$ cat src/design/lsc_pkg.sv
// lsc_pkg: shared constants, types and codes for the line sensor centroid block
// used by lsc_div and line_sensor_centroid; depends on nothing else
package lsc_pkg;

  localparam int NumSensors = 6;
  localparam int SampleBits = 8;
  localparam int WeightBits = 8;
  localparam int ThreshBits = 8;
  localparam int PosBits    = 8;

  // reading sum and weighted sum widths, with headroom so they never wrap
  localparam int SumW     = SampleBits + 3;
  localparam int WsumW    = SampleBits + WeightBits + 4;
  localparam int DivSteps = WsumW;
  localparam int StepCntW = $clog2(DivSteps);
  localparam int SensIdxW = $clog2(NumSensors);
  localparam int AddrW    = 5;
  localparam int DataW    = 32;
  localparam int InDataW  = NumSensors * SampleBits;
  localparam int OutDataW = 16;

  localparam logic [ThreshBits-1:0] ThreshReset = ThreshBits'(3);
  localparam logic [WeightBits-1:0] WeightReset [NumSensors] = '{
    8'h9C, 8'hD8, 8'hEC, 8'h14, 8'h28, 8'h64
  };

  typedef enum logic [2:0] {
    REG_THRESH  = 3'd0,
    REG_WEIGHT0 = 3'd1,
    REG_WEIGHT1 = 3'd2,
    REG_WEIGHT2 = 3'd3,
    REG_WEIGHT3 = 3'd4,
    REG_WEIGHT4 = 3'd5,
    REG_WEIGHT5 = 3'd6
  } reg_idx_e;

  typedef enum logic [2:0] {
    ST_IDLE,
    ST_ACC,
    ST_SETUP,
    ST_DIV,
    ST_FINISH
  } state_e;

  typedef struct packed {
    logic             start;
    logic [WsumW-1:0] dividend;
    logic [SumW-1:0]  divisor;
  } div_req_t;

  typedef struct packed {
    logic             done;
    logic [WsumW-1:0] quotient;
  } div_rsp_t;

endpackage

$ cat src/design/lsc_div.sv
// lsc_div: radix-2 restoring divider for unsigned magnitudes, one quotient bit a cycle
// depends on lsc_pkg
module lsc_div (
  input  logic              clk_i,
  input  logic              rst_ni,
  input  lsc_pkg::div_req_t req_i,
  output lsc_pkg::div_rsp_t rsp_o
);

  logic                                busy_q, busy_d;
  logic                                done_q, done_d;
  logic [lsc_pkg::StepCntW-1:0]        cnt_q, cnt_d;
  logic [lsc_pkg::SumW-1:0]            rem_q, rem_d;
  logic [lsc_pkg::SumW-1:0]            dvs_q, dvs_d;
  logic [lsc_pkg::WsumW-1:0]           quo_q, quo_d;
  logic [lsc_pkg::SumW:0]              trial;
  logic                                qbit;

  always_comb begin
    busy_d = busy_q;
    done_d = 1'b0;
    cnt_d  = cnt_q;
    rem_d  = rem_q;
    dvs_d  = dvs_q;
    quo_d  = quo_q;
    trial  = {rem_q, quo_q[lsc_pkg::WsumW-1]};
    qbit   = 1'b0;
    if (req_i.start) begin
      busy_d = 1'b1;
      cnt_d  = '0;
      rem_d  = '0;
      dvs_d  = req_i.divisor;
      quo_d  = req_i.dividend;
    end else if (busy_q) begin
      // remainder stays below the divisor, so the subtraction result fits
      if (trial >= {1'b0, dvs_q}) begin
        qbit  = 1'b1;
        rem_d = lsc_pkg::SumW'(trial - {1'b0, dvs_q});
      end else begin
        rem_d = lsc_pkg::SumW'(trial);
      end
      quo_d = {quo_q[lsc_pkg::WsumW-2:0], qbit};
      cnt_d = cnt_q + 1'b1;
      if (cnt_q == lsc_pkg::StepCntW'(lsc_pkg::DivSteps - 1)) begin
        busy_d = 1'b0;
        done_d = 1'b1;
      end
    end
  end

  always_ff @(posedge clk_i or negedge rst_ni) begin
    if (!rst_ni) begin
      busy_q <= 1'b0;
      done_q <= 1'b0;
      cnt_q  <= '0;
    end else begin
      busy_q <= busy_d;
      done_q <= done_d;
      cnt_q  <= cnt_d;
    end
  end

  always_ff @(posedge clk_i) begin
    rem_q <= rem_d;
    dvs_q <= dvs_d;
    quo_q <= quo_d;
  end

  assign rsp_o.done     = done_q;
  assign rsp_o.quotient = quo_q;

endmodule

$ cat src/design/line_sensor_centroid.sv
// line_sensor_centroid: weighted centroid of a frame of six line-sensor readings
// depends on lsc_pkg and lsc_div
//
// usage
//   s_axis carries one frame per item: six 8-bit readings, sensor 0 lowest.
//   m_axis returns one result per frame: position, line_seen, on_route, on_finish.
//   the apb port holds the detect threshold (0x00) and weights 0..5 (0x04..0x18).
//   write the registers only while no frame is in flight.
// timing
//   one multiply-accumulate a cycle over the six sensors, a set-up step,
//   then the serial divider at one quotient bit a cycle.
//   an all-zero frame skips the divider and goes from set-up straight to finish.
//   a new frame is taken only after the previous one has left the finish state.
// reset and stalls
//   reset restores the register defaults, clears the held position and empties
//   the output register. a new frame is taken while a result waits on m_axis;
//   its own result is held back until the output register is free.
module line_sensor_centroid (
  input  logic                          clk_i,
  input  logic                          rst_ni,
  input  logic                          s_axis_tvalid,
  output logic                          s_axis_tready,
  // sensor_0 .. sensor_5, 8 bits each, from the lowest bit up
  input  logic [lsc_pkg::InDataW-1:0]   s_axis_tdata,
  output logic                          m_axis_tvalid,
  input  logic                          m_axis_tready,
  // position[7:0], line_seen, on_route, on_finish, then zero fill
  output logic [lsc_pkg::OutDataW-1:0]  m_axis_tdata,
  input  logic                          psel,
  input  logic                          penable,
  input  logic                          pwrite,
  input  logic [lsc_pkg::AddrW-1:0]     paddr,
  input  logic [lsc_pkg::DataW-1:0]     pwdata,
  output logic [lsc_pkg::DataW-1:0]     prdata,
  output logic                          pready
);

  lsc_pkg::state_e                         state_q, state_d;

  logic [lsc_pkg::ThreshBits-1:0]          thresh_q;
  logic [lsc_pkg::WeightBits-1:0]          weight_q [lsc_pkg::NumSensors];
  logic [lsc_pkg::SampleBits-1:0]          samp_q   [lsc_pkg::NumSensors];
  logic [lsc_pkg::SampleBits-1:0]          samp_in  [lsc_pkg::NumSensors];
  logic [lsc_pkg::SensIdxW-1:0]            idx_q;
  logic signed [lsc_pkg::WsumW-1:0]        wsum_q;
  logic [lsc_pkg::SumW-1:0]                sum_q;
  logic                                    route_q, finish_q;
  logic [lsc_pkg::PosBits-1:0]             last_pos_q;

  logic                                    out_valid_q;
  logic [lsc_pkg::PosBits-1:0]             out_pos_q;
  logic                                    out_seen_q, out_route_q, out_finish_q;

  logic                                    accept, load_out, div_start, cfg_wr;
  logic [2:0]                              reg_idx;
  logic                                    route_in, finish_in;
  logic signed [lsc_pkg::SampleBits+lsc_pkg::WeightBits:0] prod;
  logic [lsc_pkg::WsumW-1:0]               wsum_mag;
  logic [lsc_pkg::WsumW-1:0]               quo_signed;
  logic                                    sum_zero;

  lsc_pkg::div_req_t                       div_req;
  lsc_pkg::div_rsp_t                       div_rsp;

  // ------------------------------------------------------------------ config
  assign pready  = 1'b1;
  assign reg_idx = paddr[4:2];
  assign cfg_wr  = psel & penable & pwrite & pready;

  always_comb begin
    prdata = '0;
    unique case (reg_idx)
      lsc_pkg::REG_THRESH:  prdata = lsc_pkg::DataW'(thresh_q);
      lsc_pkg::REG_WEIGHT0,
      lsc_pkg::REG_WEIGHT1,
      lsc_pkg::REG_WEIGHT2,
      lsc_pkg::REG_WEIGHT3,
      lsc_pkg::REG_WEIGHT4,
      lsc_pkg::REG_WEIGHT5:
        prdata = {{(lsc_pkg::DataW-lsc_pkg::WeightBits){1'b0}},
                  weight_q[lsc_pkg::SensIdxW'(reg_idx - 3'(lsc_pkg::REG_WEIGHT0))]};
      default: prdata = '0;
    endcase
  end

  always_ff @(posedge clk_i or negedge rst_ni) begin
    if (!rst_ni) begin
      thresh_q <= lsc_pkg::ThreshReset;
      for (int i = 0; i < lsc_pkg::NumSensors; i++) begin
        weight_q[i] <= lsc_pkg::WeightReset[i];
      end
    end else if (cfg_wr) begin
      unique case (reg_idx)
        lsc_pkg::REG_THRESH: thresh_q <= pwdata[lsc_pkg::ThreshBits-1:0];
        lsc_pkg::REG_WEIGHT0,
        lsc_pkg::REG_WEIGHT1,
        lsc_pkg::REG_WEIGHT2,
        lsc_pkg::REG_WEIGHT3,
        lsc_pkg::REG_WEIGHT4,
        lsc_pkg::REG_WEIGHT5:
          weight_q[lsc_pkg::SensIdxW'(reg_idx - 3'(lsc_pkg::REG_WEIGHT0))] <=
            pwdata[lsc_pkg::WeightBits-1:0];
        default: ;
      endcase
    end
  end

  // ------------------------------------------------------------------ input
  always_comb begin
    route_in = 1'b0;
    for (int i = 0; i < lsc_pkg::NumSensors; i++) begin
      samp_in[i] = s_axis_tdata[i*lsc_pkg::SampleBits +: lsc_pkg::SampleBits];
      route_in   = route_in | (samp_in[i] >= thresh_q);
    end
    // finish marker: outer sensors on the line, centre pair off it
    finish_in = (samp_in[0] >= thresh_q) && (samp_in[2] < thresh_q) &&
                (samp_in[3] < thresh_q) && (samp_in[5] >= thresh_q);
  end

  // ------------------------------------------------------------------ fsm
  assign sum_zero = (sum_q == '0);

  always_comb begin
    state_d = state_q;
    unique case (state_q)
      lsc_pkg::ST_IDLE:   if (s_axis_tvalid) state_d = lsc_pkg::ST_ACC;
      lsc_pkg::ST_ACC: begin
        if (idx_q == lsc_pkg::SensIdxW'(lsc_pkg::NumSensors - 1)) begin
          state_d = lsc_pkg::ST_SETUP;
        end
      end
      lsc_pkg::ST_SETUP:  state_d = sum_zero ? lsc_pkg::ST_FINISH : lsc_pkg::ST_DIV;
      lsc_pkg::ST_DIV:    if (div_rsp.done) state_d = lsc_pkg::ST_FINISH;
      lsc_pkg::ST_FINISH: if (!out_valid_q || m_axis_tready) state_d = lsc_pkg::ST_IDLE;
      default:            state_d = lsc_pkg::ST_IDLE;
    endcase
  end

  always_comb begin
    s_axis_tready = (state_q == lsc_pkg::ST_IDLE);
    div_start     = (state_q == lsc_pkg::ST_SETUP) && !sum_zero;
    load_out      = (state_q == lsc_pkg::ST_FINISH) && (!out_valid_q || m_axis_tready);
  end

  assign accept = s_axis_tvalid & s_axis_tready;

  always_ff @(posedge clk_i or negedge rst_ni) begin
    if (!rst_ni) begin
      state_q <= lsc_pkg::ST_IDLE;
    end else begin
      state_q <= state_d;
    end
  end

  // ------------------------------------------------------------------ datapath
  // shared multiply-accumulate, one sensor a cycle
  assign prod = $signed(weight_q[idx_q]) * $signed({1'b0, samp_q[idx_q]});

  always_ff @(posedge clk_i) begin
    if (accept) begin
      for (int i = 0; i < lsc_pkg::NumSensors; i++) begin
        samp_q[i] <= samp_in[i];
      end
      wsum_q   <= '0;
      sum_q    <= '0;
      route_q  <= route_in;
      finish_q <= finish_in;
    end else if (state_q == lsc_pkg::ST_ACC) begin
      wsum_q <= wsum_q + lsc_pkg::WsumW'(prod);
      sum_q  <= sum_q + lsc_pkg::SumW'(samp_q[idx_q]);
    end
  end

  always_ff @(posedge clk_i or negedge rst_ni) begin
    if (!rst_ni) begin
      idx_q <= '0;
    end else if (accept) begin
      idx_q <= '0;
    end else if (state_q == lsc_pkg::ST_ACC) begin
      idx_q <= idx_q + 1'b1;
    end
  end

  assign wsum_mag = wsum_q[lsc_pkg::WsumW-1] ? lsc_pkg::WsumW'(-wsum_q)
                                             : lsc_pkg::WsumW'(wsum_q);

  assign div_req.start    = div_start;
  assign div_req.dividend = wsum_mag;
  assign div_req.divisor  = sum_q;

  lsc_div u_div (
    .clk_i  (clk_i),
    .rst_ni (rst_ni),
    .req_i  (div_req),
    .rsp_o  (div_rsp)
  );

  // quotient of magnitudes, sign restored so it truncates toward zero
  assign quo_signed = wsum_q[lsc_pkg::WsumW-1] ? lsc_pkg::WsumW'(-div_rsp.quotient)
                                               : div_rsp.quotient;

  always_ff @(posedge clk_i or negedge rst_ni) begin
    if (!rst_ni) begin
      last_pos_q  <= '0;
      out_valid_q <= 1'b0;
    end else begin
      if (load_out) begin
        out_valid_q <= 1'b1;
        if (!sum_zero) last_pos_q <= quo_signed[lsc_pkg::PosBits-1:0];
      end else if (m_axis_tready) begin
        out_valid_q <= 1'b0;
      end
    end
  end

  always_ff @(posedge clk_i) begin
    if (load_out) begin
      out_pos_q    <= sum_zero ? last_pos_q : quo_signed[lsc_pkg::PosBits-1:0];
      out_seen_q   <= !sum_zero;
      out_route_q  <= route_q;
      out_finish_q <= finish_q;
    end
  end

  assign m_axis_tvalid = out_valid_q;
  assign m_axis_tdata  = {{(lsc_pkg::OutDataW-lsc_pkg::PosBits-3){1'b0}},
                          out_finish_q, out_route_q, out_seen_q, out_pos_q};

  // ------------------------------------------------------------------ checks
  a_div_done_in_div: assert property (@(posedge clk_i) disable iff (!rst_ni)
    div_rsp.done |-> state_q == lsc_pkg::ST_DIV)
    else $error("divider finished outside the divide phase");

  a_finish_implies_route: assert property (@(posedge clk_i) disable iff (!rst_ni)
    m_axis_tvalid && out_finish_q |-> out_route_q)
    else $error("finish marker flagged without on_route");

  a_held_position: assert property (@(posedge clk_i) disable iff (!rst_ni)
    m_axis_tvalid && !out_seen_q |-> out_pos_q == last_pos_q)
    else $error("blank frame did not repeat the held position");

  a_no_div_on_zero: assert property (@(posedge clk_i) disable iff (!rst_ni)
    state_q == lsc_pkg::ST_SETUP && sum_zero |=> state_q == lsc_pkg::ST_FINISH)
    else $error("all-zero frame entered the divider");

endmodule

$ cat config.mk
export PLATFORM = sky130hd
export DESIGN_NAME = line_sensor_centroid
export DESIGN_NICKNAME = d
export VERILOG_FILES = /design/src/design/lsc_pkg.sv /design/src/design/lsc_div.sv /design/src/design/line_sensor_centroid.sv
export SDC_FILE = /design/constraint.sdc
export NUM_CORES = 1
export LEC_CHECK = 0
export BUFFER_PORTS_ARGS = -buffer_cell sky130_fd_sc_hd__buf_2
export CAP_MARGIN = 10
export CORE_MARGIN = 5
export CORE_UTILIZATION = 47
export CTS_CLUSTER_SIZE = 25
export DETAILED_ROUTE_END_ITERATION = 12
export PLACE_DENSITY = 0.62
export SYNTH_ARGS = -nofsm -noshare
export SYNTH_HDL_FRONTEND = slang
export SYNTH_SLANG_ARGS = --single-unit
export TNS_END_PERCENT = 10
$ cat constraint.sdc
create_clock -name clk_i -period 6.8 [get_ports clk_i]
set_input_delay 1.02 -clock clk_i [delete_from_list [all_inputs] [get_ports clk_i]]
set_output_delay 1.02 -clock clk_i [all_outputs]
set_load 0.02 [all_outputs]
Word-level counts from Yosys, hierarchy flattened
Memories as Yosys holds them, arrays and structs flattened.
Index checks and enable logic that the tools add are counted.
Operators by class
  add/sub/neg operators: 8
  multipliers: 1
  order comparisons: 12
  eq/ne operators: 16
  mux-type cells: 37
  bitwise gates (word level): 10
  reduce and logical (&&, ||, !) cells: 19
Operators with widths (number)
  $mux 20: 3
  $mux 8: 7
  $bmux 8 s3: 2
  $bwmux 48: 1
  $ge 8x8->1: 6
  $demux 8 s3: 1
  $mux 3: 7
  $add 20x17->20: 1
  $neg 20->20: 1
  $mul 8x9->17: 1
  $lt 8x8->1: 2
  $pmux 8 s2: 1
  $eq 3x3->1 const B: 5
  $pmux 3 s5: 1
  $eq 3x2->1 const B: 4
  $ge 12x11->1: 1
  $add 11x8->11: 1
  $logic_not 11->1: 1
  $mux 1: 11
  $mux 11: 1
  $sub 11x11->11: 1
  $mux 5: 2
  $ge 4x4->1 const B: 2
  $neg 8->8: 1
  19 further kinds: 39
Word-level totals
  flip-flop bits (word level): 164
  memory bits (writable): 48
  input bits: 92
  output and inout port bits: 51
  word-level logic and storage cells: 129
  memories kept: 1
Memories
  samp_q: depth 6, bits a word 8, read ports 1, clocked after memory_dff 0, wr ports 6, RTL line line_sensor_centroid.sv:42  | logic [lsc_pkg::SampleBits-1:0] samp_q [lsc_pkg::NumSensors];

Logic depth before layout (Yosys ltp)
  depth in word-level cells: 7
  mapped depth: 26

Hierarchy
From an unflattened synthesis, not the netlist that was laid out.
Unflattened totals
  cell total of the unflattened synthesis: 1406
  area, all modules: 14944.3 sq um
Modules (own cells, without submodules)
  line_sensor_centroid: times used 1, cells an instance 1170, area each 12268.0 sq um, sequential area each 4256.6 sq um
  lsc_div: times used 1, cells an instance 236, area each 2676.3 sq um, sequential area each 1326.3 sq um

Least setup slack after synthesis
Ideal clock, no wire load.
  kind: register to register
  start: reg idx_q[0] in the netlist's numbering
  end: reg wsum_q[19] in the netlist's numbering
  setup time: 121 ps
  data arrival time: 5862 ps
  data required time: 6679 ps
  setup slack: 817 ps
  stages on the path, launching flop included: 21
  path buffers: 2
  path through: dfrtp_1 -> buf_2 -> buf_2 -> mux4_2 -> a21oi_1 -> nor2_1 -> fa_1 -> inv_1 -> fa_1 -> inv_1 -> fa_1 -> fa_1 -> fa_1 -> ha_1 -> o21ai_0 -> o21a_1 -> nor3_1 -> o21ai_0 -> o21ai_0 -> and3_1 -> nor3_1
On the way
  word-level cells in the longest chain between the ends: 6
  elaborated cells on any way between the ends: 7
  classes of those cells: add/sub: 1; mul: 1; mux: 3; bitwise: 1; memory: 1
Ends and longest elaborated chain
  from (decl): RTL line line_sensor_centroid.sv:44  | logic [lsc_pkg::SensIdxW-1:0] idx_q;
  from (signal assigned): RTL line line_sensor_centroid.sv:180  | idx_q <= idx_q + 1'b1;
  $not 3->4 (implied by the code): RTL line line_sensor_centroid.sv:157  | assign prod = $signed(weight_q[idx_q]) * $signed({1'b0, samp_q[idx_q]});
  $bmux 8 s3: RTL line line_sensor_centroid.sv:157
  $mux 8 (implied by the code) (2 in series): RTL line line_sensor_centroid.sv:157
  $mul 8x9->17 (*): RTL line line_sensor_centroid.sv:157
  $add 20x17->20 (*): RTL line line_sensor_centroid.sv:169  | wsum_q <= wsum_q + lsc_pkg::WsumW'(prod);
  to (signal assigned): RTL line line_sensor_centroid.sv:169
  to (decl): RTL line line_sensor_centroid.sv:45  | logic signed [lsc_pkg::WsumW-1:0] wsum_q;
Mark *: on every way between the ends. The rest lies on a longest branch, timed or not. The select of a mux whose other input is x is not followed.
A chain may end at the register's enable or synchronous reset.

Worst setup path after layout
Same ends and word-level chain as after synthesis.

==> impl_metrics.csv <==
group,metric,value,unit
outcome,status,"finished clean",
clock_network,cts_buffer_depth,3,
global_route,globalRouteMet2Util,32.7,%
clock_network,cts_made_buffers,24,
global_route,grt_overflow,0,
synthesis,synth_edf_count,92,
route,drt_iter0_drc,553,
floorplanning,ios,143,
synthesis,avgSynthCellArea,10.3,µm²
hold_path,hold_class,"input pin to async pin",
timing,skew,0.0192,ns
timing,period_share,92.3,%
critical_path,crit_path_frequent_cell,"fa_1",
timing,finalHoldViolCount,0,
timing,finalSetupViolations,0,
critical_path,path_max_fanout,16,
synthesis,synthMuxAreaShare,9.98,%
clock_network,clkLatencyLatePin,0.52,ns
critical_path,crit_required,7.19,ns
job,maxCapViolCount,0,
timing,slew_headroom,26.1,%
global_route,use_met3,2.64,%
synthesis,synth-simple-area-share,12.1,%
timing,tns,0,ns
place,gp_congestion,0.878,
critical_path,max_stage_delay,0.57,ns
global_route,grt_max_degree,69,
synthesis,synth_xor_area_share,2.84,%
synthesis,synth-adder-area-share,19.2,%
route,detail_route.first_pass.iterations,4,
floorplanning,core,30500,µm²
critical_path,start_kind,"flop",
finish,antenna_cells,0,
critical_path,slowest_stage,"fa_1",
power,finalPower,9.16,mW
synthesis,synth_common_cells,"ha_1 (137), nor2_1 (133), inv_1 (117), nand2_1 (117), edfxtp_1 (92)",
synthesis,syn_inst,1404,
clock_network,cts_num_sinks,212,
timing,worstMarginPinSlew,1.10,ns
route,vias,10343,
place,portBuffers,86,
synthesis,synth_compound_area_share,11.3,%
floorplanning,dieArea,34400,µm²
floorplanning,die_w,185,µm
power,ir_drop,362,µV
synthesis,yosysTopAreaCellShare,19.1,%
power,p_per_area,569,nW/µm²
finish,final_nets,1776,
global_route,grt_pass1_wl,53.1,mm
synthesis,synth_top_family_by_area,"adder cells",
global_route,busiest_layer,"met2",
place,hpwl,24.2,mm
floorplanning,start_util,47.4,%
clock_network,cts_root_buffer,"clkbuf_16",
synthesis,ys_top_cells_by_area,"edfxtp_1 (19%), ha_1 (12%), dfrtp_1 (9.7%)",
clock_network,post_cts_buffers,0,
timing,finalCriticalPeriod,6.27,ns
synthesis,syn_area,14500,µm²
timing,rsz0062_at_grt,"no",
route,final_antenna_net_count,0,
synthesis,synth_cell_types,66,
synthesis,yosysMostFrequentCell,"ha_1",
critical_path,crit_path_end_kind,"flop",
floorplanning,rows,64,
global_route,grt_pass1_vias,10532,
critical_path,crit_type,"flop to flop",
finish,num-fill-cells,2737,
power,p_leak,7.33,nW
finish,final-instance-count-excl-fill,1908,
timing,slew_violations,0,
synthesis,ys_seq_elements,212,
critical_path,critPathBufInv,4,
critical_path,arrival,6.66,ns
critical_path,critical_path.top_delay_family,"adder cells",
clock_network,cts_tree,"done",
timing,finalWorstSetupSlack,0.526,ns
synthesis,synth_warnings,0,
synthesis,synth_top_area_cell,"edfxtp_1",
synthesis,synthArstFlopShare,36.8,%
route,vias_per_cell,5.42,
clock_network,cts.clk_slew.worst_paths,0.06,ns
finish,layout-drive-gt1-share,17.9,%
timing,fmax,159,MHz
global_route,use_met1,25.3,%
global_route,grt_antenna_before_repair,0,
place,dp_cells,1864,
synthesis,ys.flop_type,"edfxtp_1",
floorplanning,dieHeight,185,µm
place,dp_slack,0.407,ns
route,avgRoutedWirePerCell,16.8,µm
clock_network,htreeDepth,1,
finish,syn2layout_area_growth,11.3,%
route,drcViolationCount,0,
synthesis,synth_seq_area_share,38.6,%
route,wl,32.0,mm
critical_path,path_cells,"buf_4 > mux4_2 > a21oi_1 > buf_4 > nor2_1 > fa_1 > inv_1 > fa_1 > inv_1 > fa_1 > fa_1 > fa_1 > ha_1 > o21ai_0 > o21a_1 > nor3_2 > o21ai_0 > o21ai_0 > and3_1 > nor3_1",
global_route,grt_usage,19.0,%
per-layer routing:
| metal | wire length [µm] | share of wire [%] |
|---|---|---|
| met1 | 14200 | 44 |
| met2 | 15700 | 49 |
| met3 | 1220 | 3.8 |
| met4 | 829 | 2.6 |
| met5 | 0 | 0 |
per-stage QoR:
step / utilization (%) / hold WS (ns) / cell area [µm²]
3_3_place_gp: 50.2 / 0.455 / 15300
5_1_grt: 52.8 / 0.329 / 16100
3_5_place_dp: 50.2 / 0.460 / 15300
2_1_floorplan: - / 0.400 / 14600
6_report: 52.8 / 0.342 / 16100
4_1_cts: 52.7 / 0.319 / 16100
registers in the layout, summed over array words and instances (netlist names), 3 cells and up:
| name | count |
|---|---|
| samp_q | 48 |
| weight_q | 48 |
| u_div.quo_q | 20 |
| wsum_q | 20 |
| sum_q | 11 |
| u_div.dvs_q | 11 |
| u_div.rem_q | 11 |
| last_pos_q | 8 |
| out_pos_q | 8 |
| thresh_q | 8 |
| u_div.cnt_q | 5 |
| idx_q | 3 |
| state_q | 3 |
cells in the final DEF (no fill, tap or decap), drive strengths merged, types with 10 or more instances in the layout:
cell	count
edfxtp	92
conb	30
o31ai	10
a21oi	80
buf	113
o21a	10
nor3	17
xor2	18
inv	120
xnor2	29
mux4	17
o211ai	11
a21o	17
nor2	133
clkbuf	39
o21ai	87
dfxtp	42
nor2b	17
nand2b	19
mux2i	34
ha	137
dfrtp	56
or3	10
nand3	22
dfstp	22
fa	53
mux2	64
nand2	117
nand4	13
path summary, 6_finish.rpt:
check	startpoint	slack, ns	cells after the start	endpoint
worst max-delay path	idx_q[0]$_DFFE_PN0P_	0.53	20	wsum_q[19]$_SDFFE_PP0P_
worst min-delay path	rst_ni	0.34	1	u_div.cnt_q[1]$_DFFE_PN0P_
worst max register to register	idx_q[0]$_DFFE_PN0P_	0.53	20	wsum_q[19]$_SDFFE_PP0P_
worst min register to register	wsum_q[4]$_SDFFE_PP0P_	0.47	2	wsum_q[4]$_SDFFE_PP0P_
max in group asynchronous	rst_ni	5.33	2	idx_q[0]$_DFFE_PN0P_
min in group clk_i	wsum_q[4]$_SDFFE_PP0P_	0.47	2	wsum_q[4]$_SDFFE_PP0P_
kinds of logic after synthesis:
group / Yosys count
muxes: 115
buffers and inverters: 196
other: 2
adders and majority gates: 190
and+or+nand+nor: 378
DFF: 212
AOI/OAI and AO/OA: 264
xor gates and xnor gates: 47
layout make-up:
| cell class | instances | area [µm²] | area share [%] |
|---|---|---|---|
| Clock buffer | 39 | 761 | 4.72 |
| Clock inverter | 5 | 27.5 | 0.171 |
| Inverter | 119 | 447 | 2.77 |
| Multi-Input combinational cell | 1024 | 8140 | 50.5 |
| Sequential cell | 212 | 5580 | 34.7 |
| Tap cell | 396 | 495 | 3.08 |
| Timing Repair Buffer | 113 | 648 | 4.03 |
power by group:
group | leakage, nW | internal [mW] | switching [mW]
Combinational | 4.77 | 2.52 | 3.24
Clock | 0.387 | 0.764 | 0.505
Sequential | 2.18 | 1.81 | 0.333
Total | 7.33 | 5.09 | 4.07
repair_timing:
item	in CTS	in global routing
endpoints found under the hold margin	0	0
hold buffers	0	0
resized for setup	0	2
setup endpoints to repair	0	1
(Power assumes the default switching activity.)
